===== config.mk =====
export PLATFORM = sky130hd
export DESIGN_NAME = dual_rate_deadline_scheduler_core
export DESIGN_NICKNAME = d
export VERILOG_FILES = /design/src/hdl/drds_pkg.sv /design/src/hdl/dual_rate_deadline_scheduler_core.sv /design/src/hdl/drds_div.sv
export SDC_FILE = /design/constraint.sdc
export NUM_CORES = 2
export LEC_CHECK = 0
export ABC_CLOCK_PERIOD_IN_PS = 25100
export BUFFER_PORTS_ARGS = -buffer_cell sky130_fd_sc_hd__buf_4
export CAP_MARGIN = 30
export CORE_ASPECT_RATIO = 0.8
export CORE_MARGIN = 5
export CORE_UTILIZATION = 29
export CTS_CLUSTER_DIAMETER = 50
export DETAILED_ROUTE_END_ITERATION = 12
export GPL_ROUTABILITY_DRIVEN = 0
export SLEW_MARGIN = 10
export SYNTH_ARGS = -nofsm -noshare
export SYNTH_HDL_FRONTEND = slang
export SYNTH_SLANG_ARGS = --single-unit

===== constraint.sdc =====
create_clock -name clock -period 25.1 [get_ports clock]
set_clock_uncertainty 0.2 [all_clocks]
set_input_delay 5.02 -clock clock [delete_from_list [all_inputs] [get_ports clock]]
set_output_delay 5.02 -clock clock [all_outputs]
set_load 0.02 [all_outputs]

===== src/hdl/drds_pkg.sv =====
package drds_pkg;

   typedef enum logic [2:0] {
      OP_ADVANCE  = 3'd0,
      OP_COMPLETE = 3'd1,
      OP_CANCEL   = 3'd2,
      OP_INIT     = 3'd3,
      OP_READ     = 3'd4
   } op_type;

   localparam logic [1:0] ST_OK       = 2'd0;
   localparam logic [1:0] ST_INVALID  = 2'd1;
   localparam logic [1:0] ST_STATE    = 2'd2;
   localparam logic [1:0] ST_ALREADY  = 2'd3;

   localparam logic CSR_INT_PERIOD   = 1'b0;
   localparam logic CSR_SCENE_PERIOD = 1'b1;

   localparam logic [2:0] SC_REGRESS   = 3'd0;
   localparam logic [2:0] SC_INT_DL    = 3'd1;
   localparam logic [2:0] SC_INT_TICK  = 3'd2;
   localparam logic [2:0] SC_INT_SKIP  = 3'd3;
   localparam logic [2:0] SC_SCN_DL    = 3'd4;
   localparam logic [2:0] SC_SCN_START = 3'd5;
   localparam logic [2:0] SC_SCN_REPL  = 3'd6;
   localparam logic [2:0] SC_SCN_DONE  = 3'd7;

   // sequencer: two divisions per due stream (elapsed count and headroom)
   typedef enum logic [3:0] {
      S_IDLE,
      S_I_DIV1, S_I_DIV2, S_I_FIN,
      S_S_DIV1, S_S_DIV2, S_S_FIN,
      S_DONE
   } state_type;

   typedef struct packed {
      logic busy;
      logic done;
   } div_ctl_type;

endpackage


===== src/hdl/dual_rate_deadline_scheduler_core.sv =====
// Advance runs two divisions per due stream on one shared radix-2 divider, the
// interaction stream first and then the scene stream; a stream that is not due
// skips both. Other ops answer in the cycle after accept.
// Throughput: one transaction at a time; busy stays high through the rsp_valid cycle.
// Each result shows for one cycle on rsp_valid; the receiver cannot stall.
// Synchronous active-high reset clears state, counters and periods to reset values.
module dual_rate_deadline_scheduler_core #(
   parameter int TIME_WIDTH = 64
) (
   input  logic                  clock,
   input  logic                  reset,
   input  logic                  start,
   output logic                  busy,
   input  logic [2:0]            req_op,
   input  logic [TIME_WIDTH-1:0] req_now_time,
   input  logic                  req_discard_pending,
   input  logic [2:0]            req_stat_select,
   input  logic                  csr_valid,
   output logic                  csr_ready,
   input  logic [0:0]            csr_index,
   input  logic [TIME_WIDTH-1:0] csr_data,
   output logic                  rsp_valid,
   output logic [1:0]            rsp_status,
   output logic                  rsp_tick_due,
   output logic [TIME_WIDTH-1:0] rsp_interaction_time,
   output logic                  rsp_scene_go,
   output logic [TIME_WIDTH-1:0] rsp_scene_time,
   output logic [63:0]           rsp_stat_value
);
   localparam logic [TIME_WIDTH-1:0] TMAX = '1;

   drds_pkg::state_type st_ff, st_in;

   logic [TIME_WIDTH-1:0] ip_ff, sp_ff, lip_ff, lsp_ff;
   logic                  init_ff;
   logic [TIME_WIDTH-1:0] last_ff, ni_ff, ns_ff, pend_time_ff, now_ff;
   logic                  run_ff, pend_ff;
   logic [63:0]           stats_ff [8];
   logic [TIME_WIDTH-1:0] q1_ff, r1_ff;

   // response registers
   logic                  rv_ff, rv_in;
   logic [1:0]            rst_ff, rst_in;
   logic                  rid_ff, rss_ff;
   logic [TIME_WIDTH-1:0] rit_ff, rst_time_ff;
   logic [63:0]           rstat_ff;

   logic                  dstart;
   logic [TIME_WIDTH-1:0] dnd, dsr, dq, drem;
   drds_pkg::div_ctl_type dctl;

   logic                  accept, adv_go, promote;
   logic [TIME_WIDTH-1:0] per, nxt, newest, step;
   logic [TIME_WIDTH:0]   qp1;
   logic                  due;

   assign accept    = start && !busy;
   assign busy      = (st_ff != drds_pkg::S_IDLE) || rv_ff;
   assign csr_ready = 1'b1;

   // decode status of the incoming transaction
   always_comb begin
      rst_in = drds_pkg::ST_OK;
      case (req_op)
         drds_pkg::OP_ADVANCE: begin
            if (!init_ff) rst_in = drds_pkg::ST_STATE;
            else if (req_now_time < last_ff) rst_in = drds_pkg::ST_INVALID;
         end
         drds_pkg::OP_COMPLETE, drds_pkg::OP_CANCEL: begin
            if (!init_ff || !run_ff) rst_in = drds_pkg::ST_STATE;
         end
         drds_pkg::OP_INIT: begin
            if (init_ff) rst_in = drds_pkg::ST_ALREADY;
            else if (ip_ff == '0 || sp_ff == '0) rst_in = drds_pkg::ST_INVALID;
         end
         drds_pkg::OP_READ: rst_in = drds_pkg::ST_OK;
         default: rst_in = drds_pkg::ST_INVALID;
      endcase
      adv_go  = accept && req_op == drds_pkg::OP_ADVANCE && rst_in == drds_pkg::ST_OK;
      promote = rst_in == drds_pkg::ST_OK && pend_ff &&
                (req_op == drds_pkg::OP_COMPLETE ||
                 (req_op == drds_pkg::OP_CANCEL && !req_discard_pending));
      rv_in   = (accept && !adv_go) || st_ff == drds_pkg::S_DONE;
   end

   // stream operands by phase
   always_comb begin
      if (st_ff == drds_pkg::S_I_DIV1 || st_ff == drds_pkg::S_I_DIV2 ||
          st_ff == drds_pkg::S_I_FIN) begin
         per = (lip_ff == '0) ? TIME_WIDTH'(1) : lip_ff;
         nxt = ni_ff;
      end else begin
         per = (lsp_ff == '0) ? TIME_WIDTH'(1) : lsp_ff;
         nxt = ns_ff;
      end
      due    = now_ff >= nxt;
      qp1    = {1'b0, q1_ff} + 1'b1;
      // newest deadline is now minus the remainder; next one is a period later
      newest = now_ff - r1_ff;
      step   = newest + per;
   end

   // divider start, operands and next sequencer state
   always_comb begin
      dstart = 1'b0;
      dnd    = now_ff - nxt;
      dsr    = per;
      st_in  = st_ff;
      case (st_ff)
         drds_pkg::S_IDLE: begin
            if (adv_go) st_in = drds_pkg::S_I_DIV1;
         end
         drds_pkg::S_I_DIV1, drds_pkg::S_S_DIV1: begin
            if (!dctl.busy && !dctl.done) begin
               if (due) dstart = 1'b1;
               else st_in = (st_ff == drds_pkg::S_I_DIV1) ? drds_pkg::S_S_DIV1
                                                            : drds_pkg::S_DONE;
            end else if (dctl.done) begin
               dstart = 1'b1;
               dnd    = TMAX - nxt;
               st_in  = (st_ff == drds_pkg::S_I_DIV1) ? drds_pkg::S_I_DIV2
                                                       : drds_pkg::S_S_DIV2;
            end
         end
         drds_pkg::S_I_DIV2: if (dctl.done) st_in = drds_pkg::S_I_FIN;
         drds_pkg::S_S_DIV2: if (dctl.done) st_in = drds_pkg::S_S_FIN;
         drds_pkg::S_I_FIN: st_in = drds_pkg::S_S_DIV1;
         drds_pkg::S_S_FIN: st_in = drds_pkg::S_DONE;
         drds_pkg::S_DONE: st_in = drds_pkg::S_IDLE;
         default: st_in = drds_pkg::S_IDLE;
      endcase
   end

   drds_div #(.TIME_WIDTH(TIME_WIDTH)) u_div (
      .clock(clock), .reset(reset), .start(dstart),
      .dividend(dnd), .divisor(dsr), .ctl(dctl), .quotient(dq), .remainder(drem)
   );

   always_ff @(posedge clock) begin
      if (reset) begin
         st_ff   <= drds_pkg::S_IDLE;
         ip_ff   <= TIME_WIDTH'(1);
         sp_ff   <= TIME_WIDTH'(1);
         lip_ff  <= '0;
         lsp_ff  <= '0;
         init_ff <= 1'b0;
         last_ff <= '0;
         ni_ff   <= '0;
         ns_ff   <= '0;
         run_ff  <= 1'b0;
         pend_ff <= 1'b0;
         pend_time_ff <= '0;
         rv_ff   <= 1'b0;
         for (int i = 0; i < 8; i++) stats_ff[i] <= '0;
      end else begin
         st_ff <= st_in;
         rv_ff <= rv_in;
         // configuration writes
         if (csr_valid) begin
            if (csr_index == drds_pkg::CSR_INT_PERIOD) ip_ff <= csr_data;
            else sp_ff <= csr_data;
         end
         // hold first quotient and remainder
         if ((st_ff == drds_pkg::S_I_DIV1 || st_ff == drds_pkg::S_S_DIV1) && dctl.done) begin
            q1_ff <= dq;
            r1_ff <= drem;
         end
         if (accept) begin
            rst_ff      <= rst_in;
            rid_ff      <= 1'b0;
            rit_ff      <= '0;
            rss_ff      <= promote;
            rst_time_ff <= promote ? pend_time_ff : '0;
            rstat_ff    <= (req_op == drds_pkg::OP_READ) ? stats_ff[req_stat_select] : '0;
            now_ff      <= req_now_time;
            if (rst_in == drds_pkg::ST_OK) begin
               case (req_op)
                  drds_pkg::OP_ADVANCE: last_ff <= req_now_time;
                  drds_pkg::OP_COMPLETE: begin
                     stats_ff[drds_pkg::SC_SCN_DONE] <= stats_ff[drds_pkg::SC_SCN_DONE] + 1'b1;
                     if (pend_ff) begin
                        pend_ff <= 1'b0;
                        stats_ff[drds_pkg::SC_SCN_START] <=
                           stats_ff[drds_pkg::SC_SCN_START] + 1'b1;
                     end else run_ff <= 1'b0;
                  end
                  drds_pkg::OP_CANCEL: begin
                     if (req_discard_pending || !pend_ff) begin
                        run_ff  <= 1'b0;
                        pend_ff <= 1'b0;
                     end else begin
                        pend_ff <= 1'b0;
                        stats_ff[drds_pkg::SC_SCN_START] <=
                           stats_ff[drds_pkg::SC_SCN_START] + 1'b1;
                     end
                  end
                  drds_pkg::OP_INIT: begin
                     lip_ff  <= ip_ff;
                     lsp_ff  <= sp_ff;
                     last_ff <= req_now_time;
                     ni_ff   <= req_now_time;
                     ns_ff   <= req_now_time;
                     init_ff <= 1'b1;
                  end
                  default: begin
                  end
               endcase
            end else if (req_op == drds_pkg::OP_ADVANCE && rst_in == drds_pkg::ST_INVALID) begin
               // count the backwards time
               stats_ff[drds_pkg::SC_REGRESS] <= stats_ff[drds_pkg::SC_REGRESS] + 1'b1;
            end
         end
         // interaction stream commit
         if (st_ff == drds_pkg::S_I_FIN) begin
            rid_ff <= 1'b1;
            rit_ff <= newest;
            ni_ff  <= (q1_ff >= dq) ? TMAX : step;
            stats_ff[drds_pkg::SC_INT_DL] <= stats_ff[drds_pkg::SC_INT_DL] +
                                              64'(qp1);
            stats_ff[drds_pkg::SC_INT_TICK] <= stats_ff[drds_pkg::SC_INT_TICK] + 1'b1;
            stats_ff[drds_pkg::SC_INT_SKIP] <= stats_ff[drds_pkg::SC_INT_SKIP] +
                                                64'(q1_ff);
         end
         // scene stream commit
         if (st_ff == drds_pkg::S_S_FIN) begin
            ns_ff <= (q1_ff >= dq) ? TMAX : step;
            stats_ff[drds_pkg::SC_SCN_DL] <= stats_ff[drds_pkg::SC_SCN_DL] + 64'(qp1);
            if (!run_ff) begin
               rss_ff      <= 1'b1;
               rst_time_ff <= newest;
               run_ff      <= 1'b1;
               stats_ff[drds_pkg::SC_SCN_START] <= stats_ff[drds_pkg::SC_SCN_START] + 1'b1;
               stats_ff[drds_pkg::SC_SCN_REPL] <= stats_ff[drds_pkg::SC_SCN_REPL] +
                                                   64'(q1_ff);
            end else begin
               stats_ff[drds_pkg::SC_SCN_REPL] <= stats_ff[drds_pkg::SC_SCN_REPL] +
                                                   64'(q1_ff) + 64'(pend_ff);
               pend_time_ff <= newest;
               pend_ff      <= 1'b1;
            end
         end
      end
   end

   assign rsp_valid            = rv_ff;
   assign rsp_status           = rst_ff;
   assign rsp_tick_due         = rid_ff;
   assign rsp_interaction_time = rit_ff;
   assign rsp_scene_go         = rss_ff;
   assign rsp_scene_time       = rst_time_ff;
   assign rsp_stat_value       = rstat_ff;

   a_rsp_ends_busy: assert property (@(posedge clock) disable iff (reset)
      rsp_valid |=> !rsp_valid) else $error("double response");
   a_pend_needs_run: assert property (@(posedge clock) disable iff (reset)
      pend_ff |-> run_ff) else $error("pending scene without running scene");
   a_run_needs_init: assert property (@(posedge clock) disable iff (reset)
      run_ff |-> init_ff) else $error("scene running before init");

endmodule


===== src/hdl/drds_div.sv =====
module drds_div #(
   parameter int TIME_WIDTH = 64
) (
   input  logic                  clock,
   input  logic                  reset,
   input  logic                  start,
   input  logic [TIME_WIDTH-1:0] dividend,
   input  logic [TIME_WIDTH-1:0] divisor,
   output drds_pkg::div_ctl_type ctl,
   output logic [TIME_WIDTH-1:0] quotient,
   output logic [TIME_WIDTH-1:0] remainder
);
   localparam int CW = $clog2(TIME_WIDTH + 1);

   logic [TIME_WIDTH-1:0] q_ff, q_in, d_ff, d_in;
   logic [TIME_WIDTH:0]   r_ff, r_in;
   logic [CW-1:0]         cnt_ff, cnt_in;
   logic                  busy_ff, busy_in, done_ff, done_in;
   logic [TIME_WIDTH:0]   trial, diff;

   // one quotient bit per cycle, restoring
   always_comb begin
      trial   = {r_ff[TIME_WIDTH-1:0], q_ff[TIME_WIDTH-1]};
      diff    = trial - {1'b0, d_ff};
      q_in    = q_ff;
      r_in    = r_ff;
      d_in    = d_ff;
      cnt_in  = cnt_ff;
      busy_in = busy_ff;
      done_in = 1'b0;
      if (start) begin
         q_in    = dividend;
         r_in    = '0;
         d_in    = divisor;
         cnt_in  = CW'(TIME_WIDTH);
         busy_in = 1'b1;
      end else if (busy_ff) begin
         if (!diff[TIME_WIDTH]) begin
            r_in = diff;
            q_in = {q_ff[TIME_WIDTH-2:0], 1'b1};
         end else begin
            r_in = trial;
            q_in = {q_ff[TIME_WIDTH-2:0], 1'b0};
         end
         cnt_in = cnt_ff - 1'b1;
         if (cnt_ff == CW'(1)) begin
            busy_in = 1'b0;
            done_in = 1'b1;
         end
      end
   end

   always_ff @(posedge clock) begin
      q_ff   <= q_in;
      r_ff   <= r_in;
      d_ff   <= d_in;
      cnt_ff <= cnt_in;
      if (reset) begin
         busy_ff <= 1'b0;
         done_ff <= 1'b0;
      end else begin
         busy_ff <= busy_in;
         done_ff <= done_in;
      end
   end

   assign quotient  = q_ff;
   assign remainder = r_ff[TIME_WIDTH-1:0];
   assign ctl.busy  = busy_ff;
   assign ctl.done  = done_ff;

   a_done_after_busy: assert property (@(posedge clock) disable iff (reset)
      done_ff |-> $past(busy_ff)) else $error("done without busy");
   a_no_start_busy: assert property (@(posedge clock) disable iff (reset)
      start |-> !busy_ff) else $error("start while busy");
   a_busy_clears: assert property (@(posedge clock) disable iff (reset)
      done_ff |-> !busy_ff || $past(start)) else $error("busy stuck after done");

endmodule


==> reports/metrics.yaml <==
timing:
  setup_tns_ns: 0
  fmax_mhz: 104
  finalCritPeriodShare_pct: 38.3
  maxSlewViolCount: 0
  rsz0062_at_grt: "false"
  hold_viol: 0
  tightest_slew_ns: 1.12
  setup_violations: 0
  period_needed_ns: 9.62
  slew_headroom_pct: 25.4
routing:
  ant_nets: 0
  vias: 87200
  drtIter0Drc: 8907
  avgRoutedWirePerCell_um: 21.6
  routed_wl_um: 354000
  routed_via_density: 5.33
  drc_errors: 0
  dr.pass1.iters: 6
run:
  cap_violations: 0
grt:
  grt_max_degree: 86
  grt_pass1_vias: 79700
  antenna_found_initial: 18
  grt_pass1_wl_um: 517000
  grt_use_total_pct: 18.3
  grt_overflow: 0
synthesis:
  synth_seq_area_share_pct: 41.3
  syn_area_um2: 103000
  ys.flop_type: "edfxtp_1"
  async_flop_share_pct: 0
  synth_area_leaders: "edfxtp_1, dfxtp_1, ha_1"
  synth_nets: 12100
  synth_top_area_share_pct: 29.9
  synth_seq_cells: 1620
  synthCells: 11300
  synth_edf_count: 1028
  synth_cell_types: 115
  synth_top_cell_by_area: "edfxtp_1"
  ys_warn_count: 0
  synth_area_per_cell_um2: 9.19
pwr:
  combPwrFrac_pct: 29.0
  switching_share_pct: 35.6
  total_power_w: 0.00971
  p_int_w: 0.00626
  pwr-share-clk_pct: 34.5
  power.switching_w: 0.00346
  p_per_area_nw_per_um2: 81.6
  leakagePower_nw: 46.0
  p_seq_share_pct: 36.5
  ir_drop_mv: 0.0634
worst_setup_path:
  critPathArrivalTime_ns: 9.89
  crit_type: "input pin to register"
  cpPeakStageDelay_ns: 0.86
  worstPathCellList: "buf_4, ha_1, nand4_1, nor2_1, nand4_1, or3_1, nor3_1, nand4_1, o211ai_1, buf_4, o21ai_0, nand2_1, nand2_1, o21ai_4, buf_4"
  crit_slowest_cell: "nand4_1"
  required_ns: 25.37
  critPathMaxFanout: 64
  startpoint_type: "input pin"
  worstSetupEndpointType: "register"
cells_and_area:
  largest-register: "stats_ff"
  drive_gt1_share_pct: 9.63
  final_area_um2: 119000
  largest_register_ffs: 512
  area.growth.synth_to_final_pct: 15.1
  layout_commonest_cell: "nand2_1"
  finish.utilization_pct: 33.5
  mostFrequentLayoutCells: "nand2_1, nor2_1, edfxtp_1"
  nets: 12200
  fill_cells: 36400
  final_cells: 16400
outcome:
  status: "finished, final reports clean"
clock_tree:
  cts_inserted_buffers: 224
  clkTransAtPathRegs_ns: 0.06
  h-tree-depth: 4
  post_cts_buffers: 0
  clk_latency_ns: 0.94
  cts_resized: 0
  cts_tree: "done"
  clock-sinks: 1620
  cts-hold-fix-buffers: 0
  clockBufferDepth: 4
  root_buffer: "clkbuf_16"
floorplanning:
  die_w_um: 678
  die_h_um: 544
  start_util_pct: 29.1
  core_um2: 356000
  ioPinCount: 339
  floorplan.rows: 196
  dieArea_um2: 369000
min_path:
  hold_path_class: "register to register"
placement:
  dp_cells: 15900
  hpwl_um: 272000
  portBuffers: 337
  dpl_cell_area_um2: 111000
## cells in the mapped netlist (86+ instances only)
master and n:
o21bai_1 90, and3_1 141, nor2_1 1058, nand3_1 254, mux4_2 128, nand2b_1 98
nand2_1 1464, a21oi_1 1016, inv_1 455, nor3_1 126, o21ai_0 550, clkbuf_1 482
nand4_1 189, or3_1 86, xor2_1 388, a22oi_1 90, mux2i_1 250, a21o_1 411
edfxtp_1 1028, ha_1 648, dfxtp_1 592, nor4_1 109, xnor2_1 382, and2_1 101
a31oi_1 167
## cells by family (layout without fill, tap and decap cells)
group | count (synthesis) | count (layout) | share of synthesized area [%]
AO/OA/AOI/OAI | 2939 | 2939 | 17.9
XOR/XNOR | 771 | 771 | 6.54
adder cells (fa/ha/maj) | 657 | 657 | 8.01
buffers and inverters | 1011 | 1349 | 3.71
flip-flops | 1620 | 1620 | 41.3
multiplexers | 384 | 384 | 5.27
other | 1 | 19 | 0.00363
AND/OR/NAND/NOR | 3871 | 3871 | 17.2
## layer usage
metal	track usage [%]	part of all wire (%)	routed length [um]	vias to the layer above
met1	26.0	45	158000	41700
li1	-	-	-	41400
met5	0	0.027	94	-
met2	26.2	41	144000	3481
met3	3.55	9.0	31800	595
met4	9.20	5.7	20300	10
## final cells by class
| type | instances | area [um2] | share of cell area, % |
|---|---|---|---|
| multi-input cells | 8623 | 57100 | 48.0 |
| flip-flops and latches | 1620 | 42700 | 35.9 |
| well taps | 4752 | 5950 | 4.99 |
| clock buffers | 254 | 5890 | 4.95 |
| repair buffers | 473 | 3680 | 3.09 |
| clock inverters | 166 | 1950 | 1.63 |
| inverters | 456 | 1720 | 1.44 |
| diodes | 18 | 45.0 | 0.0378 |
## worst paths after layout
| check | startpoint | endpoint | slack [ns] | cells after the start |
|---|---|---|---|---|
| setup reg to reg | now_ff[1] | ns_ff[60] | 16.56 | 26 |
| hold reg to reg | u_div.quotient[13] | q1_ff[13] | 0.25 | 0 |
| hold / removal | u_div.quotient[13] | q1_ff[13] | 0.25 | 0 |
| setup / recovery | req_now_time[55] | stats_ff[7][1] | 15.48 | 15 |
## critical path, delay by kind of cell
family	cells	cell delay, ns
AO/OA/AOI/OAI	3	0.61
AND/OR/NAND/NOR	8	2.75
adder cells (fa/ha/maj)	1	0.32
buffers and inverters	3	1.05
## stage by stage
step                hold WS [ns]  setup WS [ns]
floorplan                  0.226          11.41
global placement           0.229          14.40
detailed placement         0.232          14.90
CTS                        0.247          15.83
global route               0.254          15.31
finish                     0.246          15.48
## power groups by stage
stage	Sequential, W	Clock [W]	Combinational [W]
2_1_floorplan	0.00353	0	0.00188
3_3_place_gp	0.00358	0	0.00275
3_5_place_dp	0.00359	0	0.00278
4_1_cts	0.00354	0.00341	0.00279
5_1_grt	0.00357	0.00352	0.00307
6_report	0.00354	0.00335	0.00282
No activity file was read; power rests on OpenSTA's default activity.
